==> src/sv/lts_pkg.sv <==
// Shared types and constants for the 3-D torus Life step unit.
// No dependencies; imported by every module of the block.
package lts_pkg;

   localparam int CUBE_SIZE_DEF = 8;

   // transaction field widths
   localparam int ACTION_W    = 2;
   localparam int COORD_W     = 3;
   localparam int ROW_BITS_W  = 8;
   localparam int LIVE_W      = 10;
   localparam int GEN_W       = 16;
   localparam int REQ_DATA_W  = 16;
   localparam int RSP_DATA_W  = 64;

   // configuration port
   localparam int CFG_W       = 5;
   localparam int CSR_IDX_W   = 2;

   localparam logic [CSR_IDX_W-1:0] CSR_BIRTH_COUNT = 2'd0;
   localparam logic [CSR_IDX_W-1:0] CSR_LONELY_MAX  = 2'd1;
   localparam logic [CSR_IDX_W-1:0] CSR_CROWDED_MIN = 2'd2;

   localparam logic [CFG_W-1:0] BIRTH_COUNT_RESET = 5'd5;
   localparam logic [CFG_W-1:0] LONELY_MAX_RESET  = 5'd3;
   localparam logic [CFG_W-1:0] CROWDED_MIN_RESET = 5'd6;

   // action codes; every other code behaves as a read
   localparam logic [ACTION_W-1:0] ACT_WRITE = 2'd0;
   localparam logic [ACTION_W-1:0] ACT_STEP  = 2'd2;

   typedef struct packed {
      logic [CFG_W-1:0] birth_count;
      logic [CFG_W-1:0] lonely_max;
      logic [CFG_W-1:0] crowded_min;
   } lts_rule_cfg_type;

   typedef struct packed {
      logic shift_cur;   // rotate the present generation one place
      logic shift_nxt;   // shift the new generation one place
      logic commit;      // copy new generation over present one
   } lts_cell_ctrl_type;

endpackage

==> src/sv/lts_row_cell.sv <==
// One link of the row ring: holds a present row and a next-generation row.
// Depends on lts_pkg.
module lts_row_cell #(
   parameter int ROW_W = lts_pkg::CUBE_SIZE_DEF
) (
   input  logic                      clock,
   input  logic                      reset,
   input  lts_pkg::lts_cell_ctrl_type ctrl,
   input  logic [ROW_W-1:0]          cur_from_right,
   input  logic [ROW_W-1:0]          nxt_from_right,
   output logic [ROW_W-1:0]          cur_row,
   output logic [ROW_W-1:0]          nxt_row
);
   import lts_pkg::*;

   logic [ROW_W-1:0] cur_ff, cur_in;
   logic [ROW_W-1:0] nxt_ff, nxt_in;

   always_comb begin
      cur_in = cur_ff;
      if (ctrl.commit) begin
         cur_in = nxt_ff;
      end else if (ctrl.shift_cur) begin
         cur_in = cur_from_right;
      end
      nxt_in = ctrl.shift_nxt ? nxt_from_right : nxt_ff;
   end

   always_ff @(posedge clock) begin
      if (reset) begin
         cur_ff <= '0;
      end else begin
         cur_ff <= cur_in;
      end
   end

   // next-generation row is payload only
   always_ff @(posedge clock) begin
      nxt_ff <= nxt_in;
   end

   assign cur_row = cur_ff;
   assign nxt_row = nxt_ff;

endmodule

==> src/sv/lts_next_row.sv <==
// Life rule for one row: 26-neighbor counts with y wrap, then birth/death test.
// Depends on lts_pkg.
module lts_next_row #(
   parameter int CUBE_SIZE = lts_pkg::CUBE_SIZE_DEF
) (
   input  logic [2:0][2:0][CUBE_SIZE-1:0] nb_rows,   // [dz][dx], center is [1][1]
   input  lts_pkg::lts_rule_cfg_type      cfg,
   output logic [CUBE_SIZE-1:0]           next_row
);
   import lts_pkg::*;

   for (genvar y = 0; y < CUBE_SIZE; y++) begin : g_bit
      localparam int YM = (y == 0) ? CUBE_SIZE - 1 : y - 1;
      localparam int YP = (y == CUBE_SIZE - 1) ? 0 : y + 1;

      logic [26:0]      blk;
      logic [CFG_W-1:0] n;

      for (genvar dz = 0; dz < 3; dz++) begin : g_z
         for (genvar dx = 0; dx < 3; dx++) begin : g_x
            assign blk[(dz*3+dx)*3 +: 3] =
               {nb_rows[dz][dx][YM], nb_rows[dz][dx][y], nb_rows[dz][dx][YP]};
         end
      end

      // 3x3x3 block minus the cell itself
      assign n = CFG_W'($countones(blk)) - CFG_W'(nb_rows[1][1][y]);

      always_comb begin
         if (n == cfg.birth_count) begin
            next_row[y] = 1'b1;
         end else if (n <= cfg.lonely_max) begin
            next_row[y] = 1'b0;
         end else if (n >= cfg.crowded_min) begin
            next_row[y] = 1'b0;
         end else begin
            next_row[y] = 1'b1;
         end
      end
   end

endmodule

==> src/sv/life_3d_torus_step_unit.sv <==
// Every action rotates the whole row ring once past the rule unit, one row per cycle.
// A new request is taken only after the previous response has been published.
// A response waiting on rsp_tready holds the ring at its last step only.
// Reset (synchronous): all cells dead, counters and maxima zero, rule registers
// to 5 / 3 / 6.
module life_3d_torus_step_unit #(
   parameter int CUBE_SIZE = lts_pkg::CUBE_SIZE_DEF
) (
   input  logic                           clock,
   input  logic                           reset,
   // request channel
   input  logic                           req_tvalid,
   output logic                           req_tready,
   input  logic [lts_pkg::REQ_DATA_W-1:0] req_tdata,  // plane_index[2:0], line_index[5:3],
                                                      // row_bits[13:6], zero fill
   input  logic [lts_pkg::ACTION_W-1:0]   req_tuser,  // action[1:0]
   // response channel
   output logic                           rsp_tvalid,
   input  logic                           rsp_tready,
   output logic [lts_pkg::RSP_DATA_W-1:0] rsp_tdata,  // row_out[7:0], live_count[17:8],
                                                      // generation_count[33:18],
                                                      // peak_population[43:34],
                                                      // peak_generation[59:44],
                                                      // cube_empty[60], zero fill
   // configuration writes
   input  logic                           csr_wen,
   input  logic [lts_pkg::CSR_IDX_W-1:0]  csr_index,
   input  logic [lts_pkg::CFG_W-1:0]      csr_wdata
);
   import lts_pkg::*;

   // ring geometry: position p holds row (t + p) mod ROWS at rotation step t,
   // row index = z * CUBE_SIZE + x
   localparam int ROWS  = CUBE_SIZE * CUBE_SIZE;
   localparam int CW    = $clog2(CUBE_SIZE);
   localparam int POP_W = $clog2(ROWS * CUBE_SIZE + 1);
   localparam int AW1   = ((CW > COORD_W) ? CW : COORD_W) + 1;

   typedef enum logic [1:0] {ST_IDLE, ST_RUN, ST_WRAP} state_type;

   // control
   state_type          state_ff;
   logic [CW-1:0]      x_ff, z_ff;
   logic               rsp_tvalid_ff;

   // rule registers
   lts_rule_cfg_type   cfg_ff;

   // cube statistics
   logic [POP_W-1:0]   population_ff, max_pop_ff, acc_ff;
   logic [GEN_W-1:0]   generation_ff, max_gen_ff;
   logic               empty_ff;

   // request held for the whole rotation
   logic [ACTION_W-1:0]   act_ff;
   logic [COORD_W-1:0]    plane_ff, line_ff;
   logic [ROW_BITS_W-1:0] bits_ff;
   logic [CUBE_SIZE-1:0]  row_cap_ff;

   // response registers
   logic [ROW_BITS_W-1:0] rsp_row_ff;
   logic [LIVE_W-1:0]     rsp_live_ff, rsp_peak_pop_ff;
   logic [GEN_W-1:0]      rsp_gen_ff, rsp_peak_gen_ff;
   logic                  rsp_empty_ff;

   // ring signals
   logic [CUBE_SIZE-1:0]            cur_row [ROWS];
   logic [CUBE_SIZE-1:0]            nxt_row [ROWS];
   logic [2:0][4:0][CUBE_SIZE-1:0]  tap_row;
   logic [2:0][2:0][CUBE_SIZE-1:0]  nb_rows;
   logic [CUBE_SIZE-1:0]            new_row, cur_feed, count_row;
   lts_cell_ctrl_type               cell_ctrl;

   logic req_fire, slot_free, is_step, is_write, hit;
   logic x_first, x_last, z_last, last_row;

   assign req_fire  = req_tvalid && req_tready;
   assign req_tready = (state_ff == ST_IDLE);
   assign slot_free = !rsp_tvalid_ff || rsp_tready;
   assign is_step   = (act_ff == ACT_STEP);
   assign is_write  = (act_ff == ACT_WRITE);

   assign x_first  = (x_ff == '0);
   assign x_last   = (x_ff == CW'(CUBE_SIZE - 1));
   assign z_last   = (z_ff == CW'(CUBE_SIZE - 1));
   assign last_row = x_last && z_last;

   // head row matches the request address; an address outside the cube never does
   assign hit = (AW1'(x_ff) == AW1'(line_ff)) && (AW1'(z_ff) == AW1'(plane_ff));

   // ---------------------------------------------------------------------
   // Row ring. Each cell passes its rows one place toward the head; the
   // head row re-enters at the tail (replaced by the write data on a hit).
   // ---------------------------------------------------------------------
   assign cell_ctrl.shift_cur = (state_ff == ST_RUN);
   assign cell_ctrl.shift_nxt = (state_ff == ST_RUN) && is_step;
   assign cell_ctrl.commit    = (state_ff == ST_WRAP) && slot_free && is_step;

   assign cur_feed = (is_write && hit) ? CUBE_SIZE'(bits_ff) : cur_row[0];

   for (genvar p = 0; p < ROWS; p++) begin : g_ring
      logic [CUBE_SIZE-1:0] cur_right, nxt_right;
      if (p == ROWS - 1) begin : g_tail
         assign cur_right = cur_feed;
         assign nxt_right = new_row;
      end else begin : g_body
         assign cur_right = cur_row[p+1];
         assign nxt_right = nxt_row[p+1];
      end
      lts_row_cell #(.ROW_W(CUBE_SIZE)) u_cell (
         .clock          (clock),
         .reset          (reset),
         .ctrl           (cell_ctrl),
         .cur_from_right (cur_right),
         .nxt_from_right (nxt_right),
         .cur_row        (cur_row[p]),
         .nxt_row        (nxt_row[p])
      );
   end

   // ---------------------------------------------------------------------
   // Neighbor taps. Plane offsets of +-CUBE_SIZE wrap on the ring by
   // themselves; line offsets need the edge forms when x is first or last.
   // Line tap order: x-1, x, x+1, x-1 wrapped (x first), x+1 wrapped (x last).
   // ---------------------------------------------------------------------
   for (genvar gz = 0; gz < 3; gz++) begin : g_tap_z
      localparam int PZ = (gz == 0) ? ROWS - CUBE_SIZE : ((gz == 1) ? 0 : CUBE_SIZE);
      for (genvar gx = 0; gx < 5; gx++) begin : g_tap_x
         localparam int PX = (gx == 0) ? ROWS - 1 :
                             (gx == 1) ? 0 :
                             (gx == 2) ? 1 :
                             (gx == 3) ? CUBE_SIZE - 1 : ROWS - CUBE_SIZE + 1;
         localparam int P  = (PZ + PX) % ROWS;
         assign tap_row[gz][gx] = cur_row[P];
      end
      assign nb_rows[gz][0] = x_first ? tap_row[gz][3] : tap_row[gz][0];
      assign nb_rows[gz][1] = tap_row[gz][1];
      assign nb_rows[gz][2] = x_last  ? tap_row[gz][4] : tap_row[gz][2];
   end

   lts_next_row #(.CUBE_SIZE(CUBE_SIZE)) u_rule (
      .nb_rows  (nb_rows),
      .cfg      (cfg_ff),
      .next_row (new_row)
   );

   // row as it stands after this transaction, counted as it passes
   assign count_row = is_step ? new_row : cur_feed;

   // ---------------------------------------------------------------------
   // Configuration writes
   // ---------------------------------------------------------------------
   always_ff @(posedge clock) begin
      if (reset) begin
         cfg_ff.birth_count <= BIRTH_COUNT_RESET;
         cfg_ff.lonely_max  <= LONELY_MAX_RESET;
         cfg_ff.crowded_min <= CROWDED_MIN_RESET;
      end else if (csr_wen) begin
         case (csr_index)
            CSR_BIRTH_COUNT: cfg_ff.birth_count <= csr_wdata;
            CSR_LONELY_MAX:  cfg_ff.lonely_max  <= csr_wdata;
            CSR_CROWDED_MIN: cfg_ff.crowded_min <= csr_wdata;
            default: ;
         endcase
      end
   end

   // ---------------------------------------------------------------------
   // Sequencer: accept, rotate ROWS rows, then publish the response.
   // Step bookkeeping (maxima, generation) is done at accept time since it
   // only needs the values from before the step.
   // ---------------------------------------------------------------------
   always_ff @(posedge clock) begin
      if (reset) begin
         state_ff      <= ST_IDLE;
         x_ff          <= '0;
         z_ff          <= '0;
         rsp_tvalid_ff <= 1'b0;
         population_ff <= '0;
         max_pop_ff    <= '0;
         generation_ff <= '0;
         max_gen_ff    <= '0;
         empty_ff      <= 1'b0;
      end else begin
         // in wrap a taken response is replaced by the new one below
         if (rsp_tvalid_ff && rsp_tready && (state_ff != ST_WRAP)) begin
            rsp_tvalid_ff <= 1'b0;
         end
         case (state_ff)
            ST_IDLE: begin
               if (req_fire) begin
                  act_ff     <= req_tuser;
                  plane_ff   <= req_tdata[COORD_W-1:0];
                  line_ff    <= req_tdata[2*COORD_W-1:COORD_W];
                  bits_ff    <= req_tdata[2*COORD_W+ROW_BITS_W-1:2*COORD_W];
                  acc_ff     <= '0;
                  row_cap_ff <= '0;
                  empty_ff   <= 1'b0;
                  if (req_tuser == ACT_STEP) begin
                     if (population_ff == '0) begin
                        // empty cube: restart counting, maxima untouched
                        empty_ff      <= 1'b1;
                        generation_ff <= GEN_W'(1);
                     end else begin
                        if (population_ff > max_pop_ff) max_pop_ff <= population_ff;
                        if (generation_ff > max_gen_ff) max_gen_ff <= generation_ff;
                        generation_ff <= generation_ff + GEN_W'(1);
                     end
                  end
                  state_ff <= ST_RUN;
               end
            end
            ST_RUN: begin
               acc_ff <= acc_ff + POP_W'($countones(count_row));
               if (hit) begin
                  row_cap_ff <= count_row;
               end
               if (x_last) begin
                  x_ff <= '0;
                  z_ff <= z_last ? '0 : z_ff + CW'(1);
               end else begin
                  x_ff <= x_ff + CW'(1);
               end
               if (last_row) begin
                  state_ff <= ST_WRAP;
               end
            end
            ST_WRAP: begin
               if (slot_free) begin
                  population_ff   <= acc_ff;
                  rsp_row_ff      <= ROW_BITS_W'(row_cap_ff);
                  rsp_live_ff     <= LIVE_W'(acc_ff);
                  rsp_gen_ff      <= generation_ff;
                  rsp_peak_pop_ff <= LIVE_W'(max_pop_ff);
                  rsp_peak_gen_ff <= max_gen_ff;
                  rsp_empty_ff    <= empty_ff;
                  rsp_tvalid_ff   <= 1'b1;
                  state_ff        <= ST_IDLE;
               end
            end
            default: state_ff <= ST_IDLE;
         endcase
      end
   end

   assign rsp_tvalid = rsp_tvalid_ff;
   assign rsp_tdata  = {3'b000, rsp_empty_ff, rsp_peak_gen_ff, rsp_peak_pop_ff,
                        rsp_gen_ff, rsp_live_ff, rsp_row_ff};

`ifndef SYNTHESIS
   // rotation counters sit at the ring origin between transactions
   a_idle_origin: assert property (@(posedge clock) disable iff (reset)
      state_ff == ST_IDLE |-> (x_ff == '0) && (z_ff == '0))
      else $error("row counters off origin while idle");

   // an empty-cube step always reports generation one
   a_empty_gen: assert property (@(posedge clock) disable iff (reset)
      rsp_tvalid_ff && rsp_empty_ff |-> rsp_gen_ff == GEN_W'(1))
      else $error("empty-cube response with generation other than one");

   // population never exceeds the cell count
   a_pop_range: assert property (@(posedge clock) disable iff (reset)
      population_ff <= POP_W'(ROWS * CUBE_SIZE))
      else $error("population beyond cube size");

   // a free output slot in wrap publishes and frees the request side
   a_wrap_publish: assert property (@(posedge clock) disable iff (reset)
      state_ff == ST_WRAP && slot_free |=> rsp_tvalid_ff && state_ff == ST_IDLE)
      else $error("wrap did not publish the response");
`endif

endmodule

==> config.mk <==
export PLATFORM = sky130hd
export DESIGN_NAME = life_3d_torus_step_unit
export DESIGN_NICKNAME = d
export VERILOG_FILES = /design/src/sv/lts_pkg.sv /design/src/sv/lts_row_cell.sv /design/src/sv/lts_next_row.sv /design/src/sv/life_3d_torus_step_unit.sv
export SDC_FILE = /design/constraint.sdc
export NUM_CORES = 2
export LEC_CHECK = 0
export ABC_AREA = 1
export BUFFER_PORTS_ARGS = -buffer_cell sky130_fd_sc_hd__buf_2
export CORE_MARGIN = 8
export CORE_UTILIZATION = 30
export CTS_BUF_LIST = sky130_fd_sc_hd__clkbuf_2
export CTS_CLUSTER_DIAMETER = 80
export DETAILED_ROUTE_END_ITERATION = 16
export PLACE_DENSITY = 0.45
export SKIP_CTS_REPAIR_TIMING = 1
export SYNTH_ARGS = -nofsm -noshare
export SYNTH_HDL_FRONTEND = slang
export SYNTH_HIERARCHICAL = 1
export SYNTH_SLANG_ARGS = --single-unit
==> constraint.sdc <==
create_clock -name clock -period 22.3 [get_ports clock]
set_clock_uncertainty 0.15 [all_clocks]
set_input_delay 5.575 -clock clock [delete_from_list [all_inputs] [get_ports clock]]
set_output_delay 5.575 -clock clock [all_outputs]
set_load 0.1 [all_outputs]
## Word level (Yosys, flattened, before mapping)

Index checks and enable logic that the tools add are counted.

| word-level totals | value |
|---|---|
| output and inout bits | 66 |
| ROM bits | 0 |
| memories | 0 |
| input bits | 30 |
| bits in writable memories | 0 |
| latch bits | 0 |
| bits in registers | 1196 |

| operators by class | value |
|---|---|
| reduce and logical (&&, ||, !) cells | 32 |
| equality and inequality tests | 23 |
| add/subtract/negate cells | 227 |
| multipliers | 0 |
| bitwise gates (word level) | 2 |
| shift operators | 0 |
| muxes and demuxes | 177 |
| magnitude comparators | 18 |
| divide/modulo/power cells | 0 |

Operators by type and width:

| operator | number |
|---|---|
| 2-to-1 mux 8 bit | 138 |
| adder 5 bit | 96 |
| adder 1 x 1 -> 2 bit | 108 |
| adder 5 x 1 -> 5 bit | 8 |
| == test 5 bit | 8 |
| >= comparator 5 bit | 8 |
| less-or-equal comparator 5 bit | 8 |
| subtractor 5 x 1 -> 5 bit | 8 |
| 2-to-1 mux 1 bit | 29 |
| case mux 10 bit (2 select lines) | 1 |
| adder 16 x 1 -> 16 bit (second input constant) | 1 |
| greater-than comparator 16 bit | 1 |
| 2-to-1 mux 16 bit | 1 |
| case mux 8 bit (2 select lines) | 1 |
| AND reduction 3 bit | 5 |
| AND reduction 2 bit | 6 |
| adder 10 x 4 -> 10 bit | 1 |
| greater-than comparator 10 bit | 1 |
| logical NOT 10 bit | 1 |
| 2-to-1 mux 10 bit | 1 |
| AND reduction 5 bit | 2 |
| logical AND 1 bit | 9 |
| == test 2 bit (second input constant) | 4 |
| adder 2 x 2 -> 3 bit | 2 |
| other kinds (17) | 31 |

## Longest topological paths before layout

| depth | value |
|---|---|
| depth after elaboration | 18 |
| mapped depth | 49 |

## Cells and area by module

Netlist, hierarchy kept.

By module, submodules not included:

| module | sequential area each (um2) | area each (um2) | times used | cells an instance |
|---|---|---|---|---|
| lts_row_cell | 400.4 | 649.4 | 64 | 69 |
| life_3d_torus_step_unit | 4394.2 | 8346.8 | 1 | 951 |
| lts_next_row | 0.0 | 8328.0 | 1 | 1038 |

## Worst setup path before layout

OpenSTA, ideal clock, no wires.

| timing | value |
|---|---|
| path kind | register to register |
| start point | register state_ff[0] |
| end point | register g_ring[0].u_cell.nxt_ff[0], enable pin |
| slack | -1.300 ns |
| data arrival time | 22.047 ns |
| buffers on the path | 1 |
| cell stages (with the launch flop) | 6 |
| data required time | 20.748 ns |
| cells stage by stage | dfxtp_1 > inv_1 > nor2_1 > inv_1 > clkbuf_1 > nor2_1 |

RTL lines:

| what | line | RTL |
|---|---|---|
| start: declaration | life_3d_torus_step_unit.sv:42 | `state_type state_ff;` |
| start signal: assignment | life_3d_torus_step_unit.sv:175 | `state_ff <= ST_IDLE;` |
| start signal: assignment | life_3d_torus_step_unit.sv:210 | `state_ff <= ST_RUN;` |
| start signal: assignment | life_3d_torus_step_unit.sv:225 | `state_ff <= ST_WRAP;` |
| end signal: assignment | lts_row_cell.sv:39 | `nxt_ff <= nxt_in;` |
| end: declaration | lts_row_cell.sv:17 | `logic [ROW_W-1:0] nxt_ff, nxt_in;` |

==> flow_summary.ini <==
[grt]
grt_overflow = 0
grt_pass1_vias = 42200
antenna_found_initial = 3
grt_pass1_wl_mm = 231
gr-usage-all-layers = 0.136
grt_max_degree = 141

[layout]
drive_above_1_share = 0.130
final_nets = 7101
instances_no_fill = 9518
fin_util = 0.331
synthToLayoutAreaGrowth_pct = 9.69

[clock_tree]
cts_max_level = 5
clock_path_buffers = 4
path_clk_slew_ns = 0.12
clock_latency_ns = 1.74
root_buffer = clkbuf_2
cts_inserted_buffers = 342
tritoncts = built
clock_sinks = 1196

[yosys]
synth_area_leaders = edfxtp_1 (31%), dfxtp_1 (20%), nand2_1 (12%)
synth_flop_cell = edfxtp_1
netlist_instances = 6405
yosysWarnings = 6
synth_top_area_frac = 0.313
async_flop_share = 0
avgSynthCellArea_um2 = 9.09
syn-cell-area_um2 = 58200
synth_cell_types = 45
synth_seq_cells = 1196
synth_area_leader_cell = edfxtp_1
ys_seq_area_frac = 0.515
synth_edf_count = 607

[detailed_routing]
routedWlPerCell_um = 15.3
final_antenna_net_count = 0
wirelength_mm = 145
vias = 42400
vias_per_cell = 4.45
route.detailed.drc = 0
drt_pass1_iterations = 5
dr.first_iter.drc_count = 2308

[worst_hold_path]
hold_path_class = reg -> reg
holdPathEnd = g_ring[47].u_cell/nxt_row[6]
hold-path-cell-count = 0
hold_start = g_ring[48].u_cell/nxt_row[6]

[placed_design]
dp.cells = 8898
dp_hpwl_mm = 101
port_buffers = 90
gp_congestion = 0.849

[worst_setup_path]
crit_path_frequent_cell = fa_1
critPathKind = reg -> reg
reg2reg_from = x_ff[0]
critPathTopFamily = adder cells
rrSetupSlack_ns = 10.48
cp.arrival_ns = 13.01
startpoint_type = flip-flop
end_kind = flip-flop
crit_slowest_cell = clkinv_1
slowest_delay_ns = 0.82
critPathMaxFanout = 28
crit_required_ns = 23.49
worstRegToRegCells = 40
crit_buf_inv = 7
r2r_end = acc_ff[8]

[timing]
period_share = 0.530
setup_violations = 0
tightestPinTransition_ns = 1.13
fin_setup_tns_ns = 0
final_max_slew_viol_count = 0
relSlewSlack = 0.244
fmax_mhz = 84.6
min_period_ns = 11.82
rsz0062_at_grt = false
final_hold_viol_count = 0
whs_ns = 0.134

[floorplan]
core-area_um2 = 193000
core.rowCount = 161
start_util = 0.302
die_area_um2 = 208000
die_x_um = 457
die_h_um = 457
pin_count = 96

[power]
powerDensity_nw_per_um2 = 66.3
p_leak_nw = 30.2
irDropWorstVdd_v = 0.0000453
power_w = 0.00424

[job]
maxCapViolations = 0

[run_status]
status = complete, no violations
synthesized netlist by cell type, types with 23 or more instances:
cell type / instances
o21ai_0: 78
nor3_1: 31
buf_6: 70
fa_1: 173
nand2_1: 1930
nor2_1: 158
nor2_8: 64
nand3_1: 1161
inv_2: 66
buf_4: 70
inv_1: 896
xor2_1: 23
a21oi_1: 120
dfxtp_1: 589
ha_1: 182
inv_4: 64
edfxtp_1: 607
where the power goes:
| part | switching [W] | total [W] | internal [W] |
|---|---|---|---|
| sequential | 0.0000148 | 0.00234 | 0.00232 |
| clock | 0.000940 | 0.00160 | 0.000659 |
| combinational | 0.000210 | 0.000300 | 0.0000897 |
worst max-delay path by stage:
stage / end / startpoint / cells past startpoint / slack [ns]
after detailed placement: acc_ff[8] / x_ff[0] / 40 / 10.53
after global routing: acc_ff[8] / x_ff[0] / 40 / 9.80
after CTS: acc_ff[8] / x_ff[0] / 40 / 10.50
after global placement: acc_ff[8] / x_ff[0] / 40 / 10.52
final: acc_ff[8] / x_ff[0] / 40 / 10.48
after floorplan: g_ring[0].u_cell/nxt_row[0] / state_ff[0] / 5 / 7.46
registers in the layout, summed over array words and instances, names as in the netlist:
register / count
rsp_tvalid: 1
empty_ff: 1
rsp_peak_gen_ff: 16
plane_ff: 3
act_ff: 2
generation_ff: 16
rsp_empty_ff: 1
g_ring.u_cell/cur_row: 512
max_gen_ff: 16
row_cap_ff: 8
acc_ff: 10
state_ff: 2
rsp_row_ff: 8
line_ff: 3
rsp_live_ff: 10
population_ff: 10
g_ring.u_cell/nxt_row: 512
rsp_gen_ff: 16
max_pop_ff: 10
rsp_peak_pop_ff: 10
x_ff: 3
bits_ff: 8
z_ff: 3
cfg_ff: 15
worst register-to-register path, delay by kind of cell, from the launching register on:
kind | cells | cell delay, ns
buffers and inverters | 7 | 1.50
adder cells (fa/ha/maj) | 16 | 6.41
XOR/XNOR | 1 | 0.43
AND/OR/NAND/NOR | 11 | 1.35
AO/OA/AOI/OAI | 5 | 1.34
flip-flops | 1 | 0.38
metal layers:
| layer | up-vias | wire length, µm | GRT usage |
|---|---|---|---|
| li1 | 21500 | - | - |
| met1 | 19800 | 67000 | 0.176 |
| met2 | 767 | 67600 | 0.223 |
| met3 | 295 | 6780 | 0.0315 |
| met4 | 0 | 3940 | 0.0471 |
| met5 | - | 0 | 0 |
per-stage QoR:
step,setup WS (ns),cell area (µm²)
2_1_floorplan,7.46,58200
3_3_place_gp,10.52,60800
3_5_place_dp,10.53,60800
4_1_cts,10.50,63900
5_1_grt,9.80,63900
6_report,10.48,63900
layout by cell type (no fill, tap or decap), drive strengths merged, types with 6 or more instances in the layout:
master / count
buf: 134
nor3b: 8
o21ai: 81
nor2: 229
nand2: 1930
clkinv: 77
nand3b: 6
edfxtp: 607
inv: 1031
nand3: 1164
nand4: 20
clkbuf: 529
or2: 9
diode: 9
mux2: 10
a21oi: 120
ha: 182
dfxtp: 589
nor3: 33
xnor2: 11
fa: 173
xor2: 23
layout make-up:
type | count | area (µm²)
antenna | 9 | 22.5
clock buffer | 529 | 2650
clock inverter | 82 | 395
fill | 20100 | 129000
inverter | 1029 | 4030
multi-input combinational | 4013 | 22800
sequential | 1196 | 30000
tap | 2526 | 3160
timing repair buffer | 134 | 816
logic make-up (layout without fill, tap and decap cells):
logic type | Yosys count | after routing | share of synthesized area
DFF | 1196 | 1196 | 0.515
AOI/OAI and AO/OA | 211 | 211 | 0.0187
adders and majority gates | 355 | 355 | 0.0986
and+or+nand+nor | 3400 | 3400 | 0.266
other | 1 | 12 | 0.0000644
xor gates and xnor gates | 34 | 34 | 0.00511
muxes | 10 | 10 | 0.00193
buffers and inverters | 1198 | 1774 | 0.0938
Note: power is estimated with default switching activity, not from simulation.
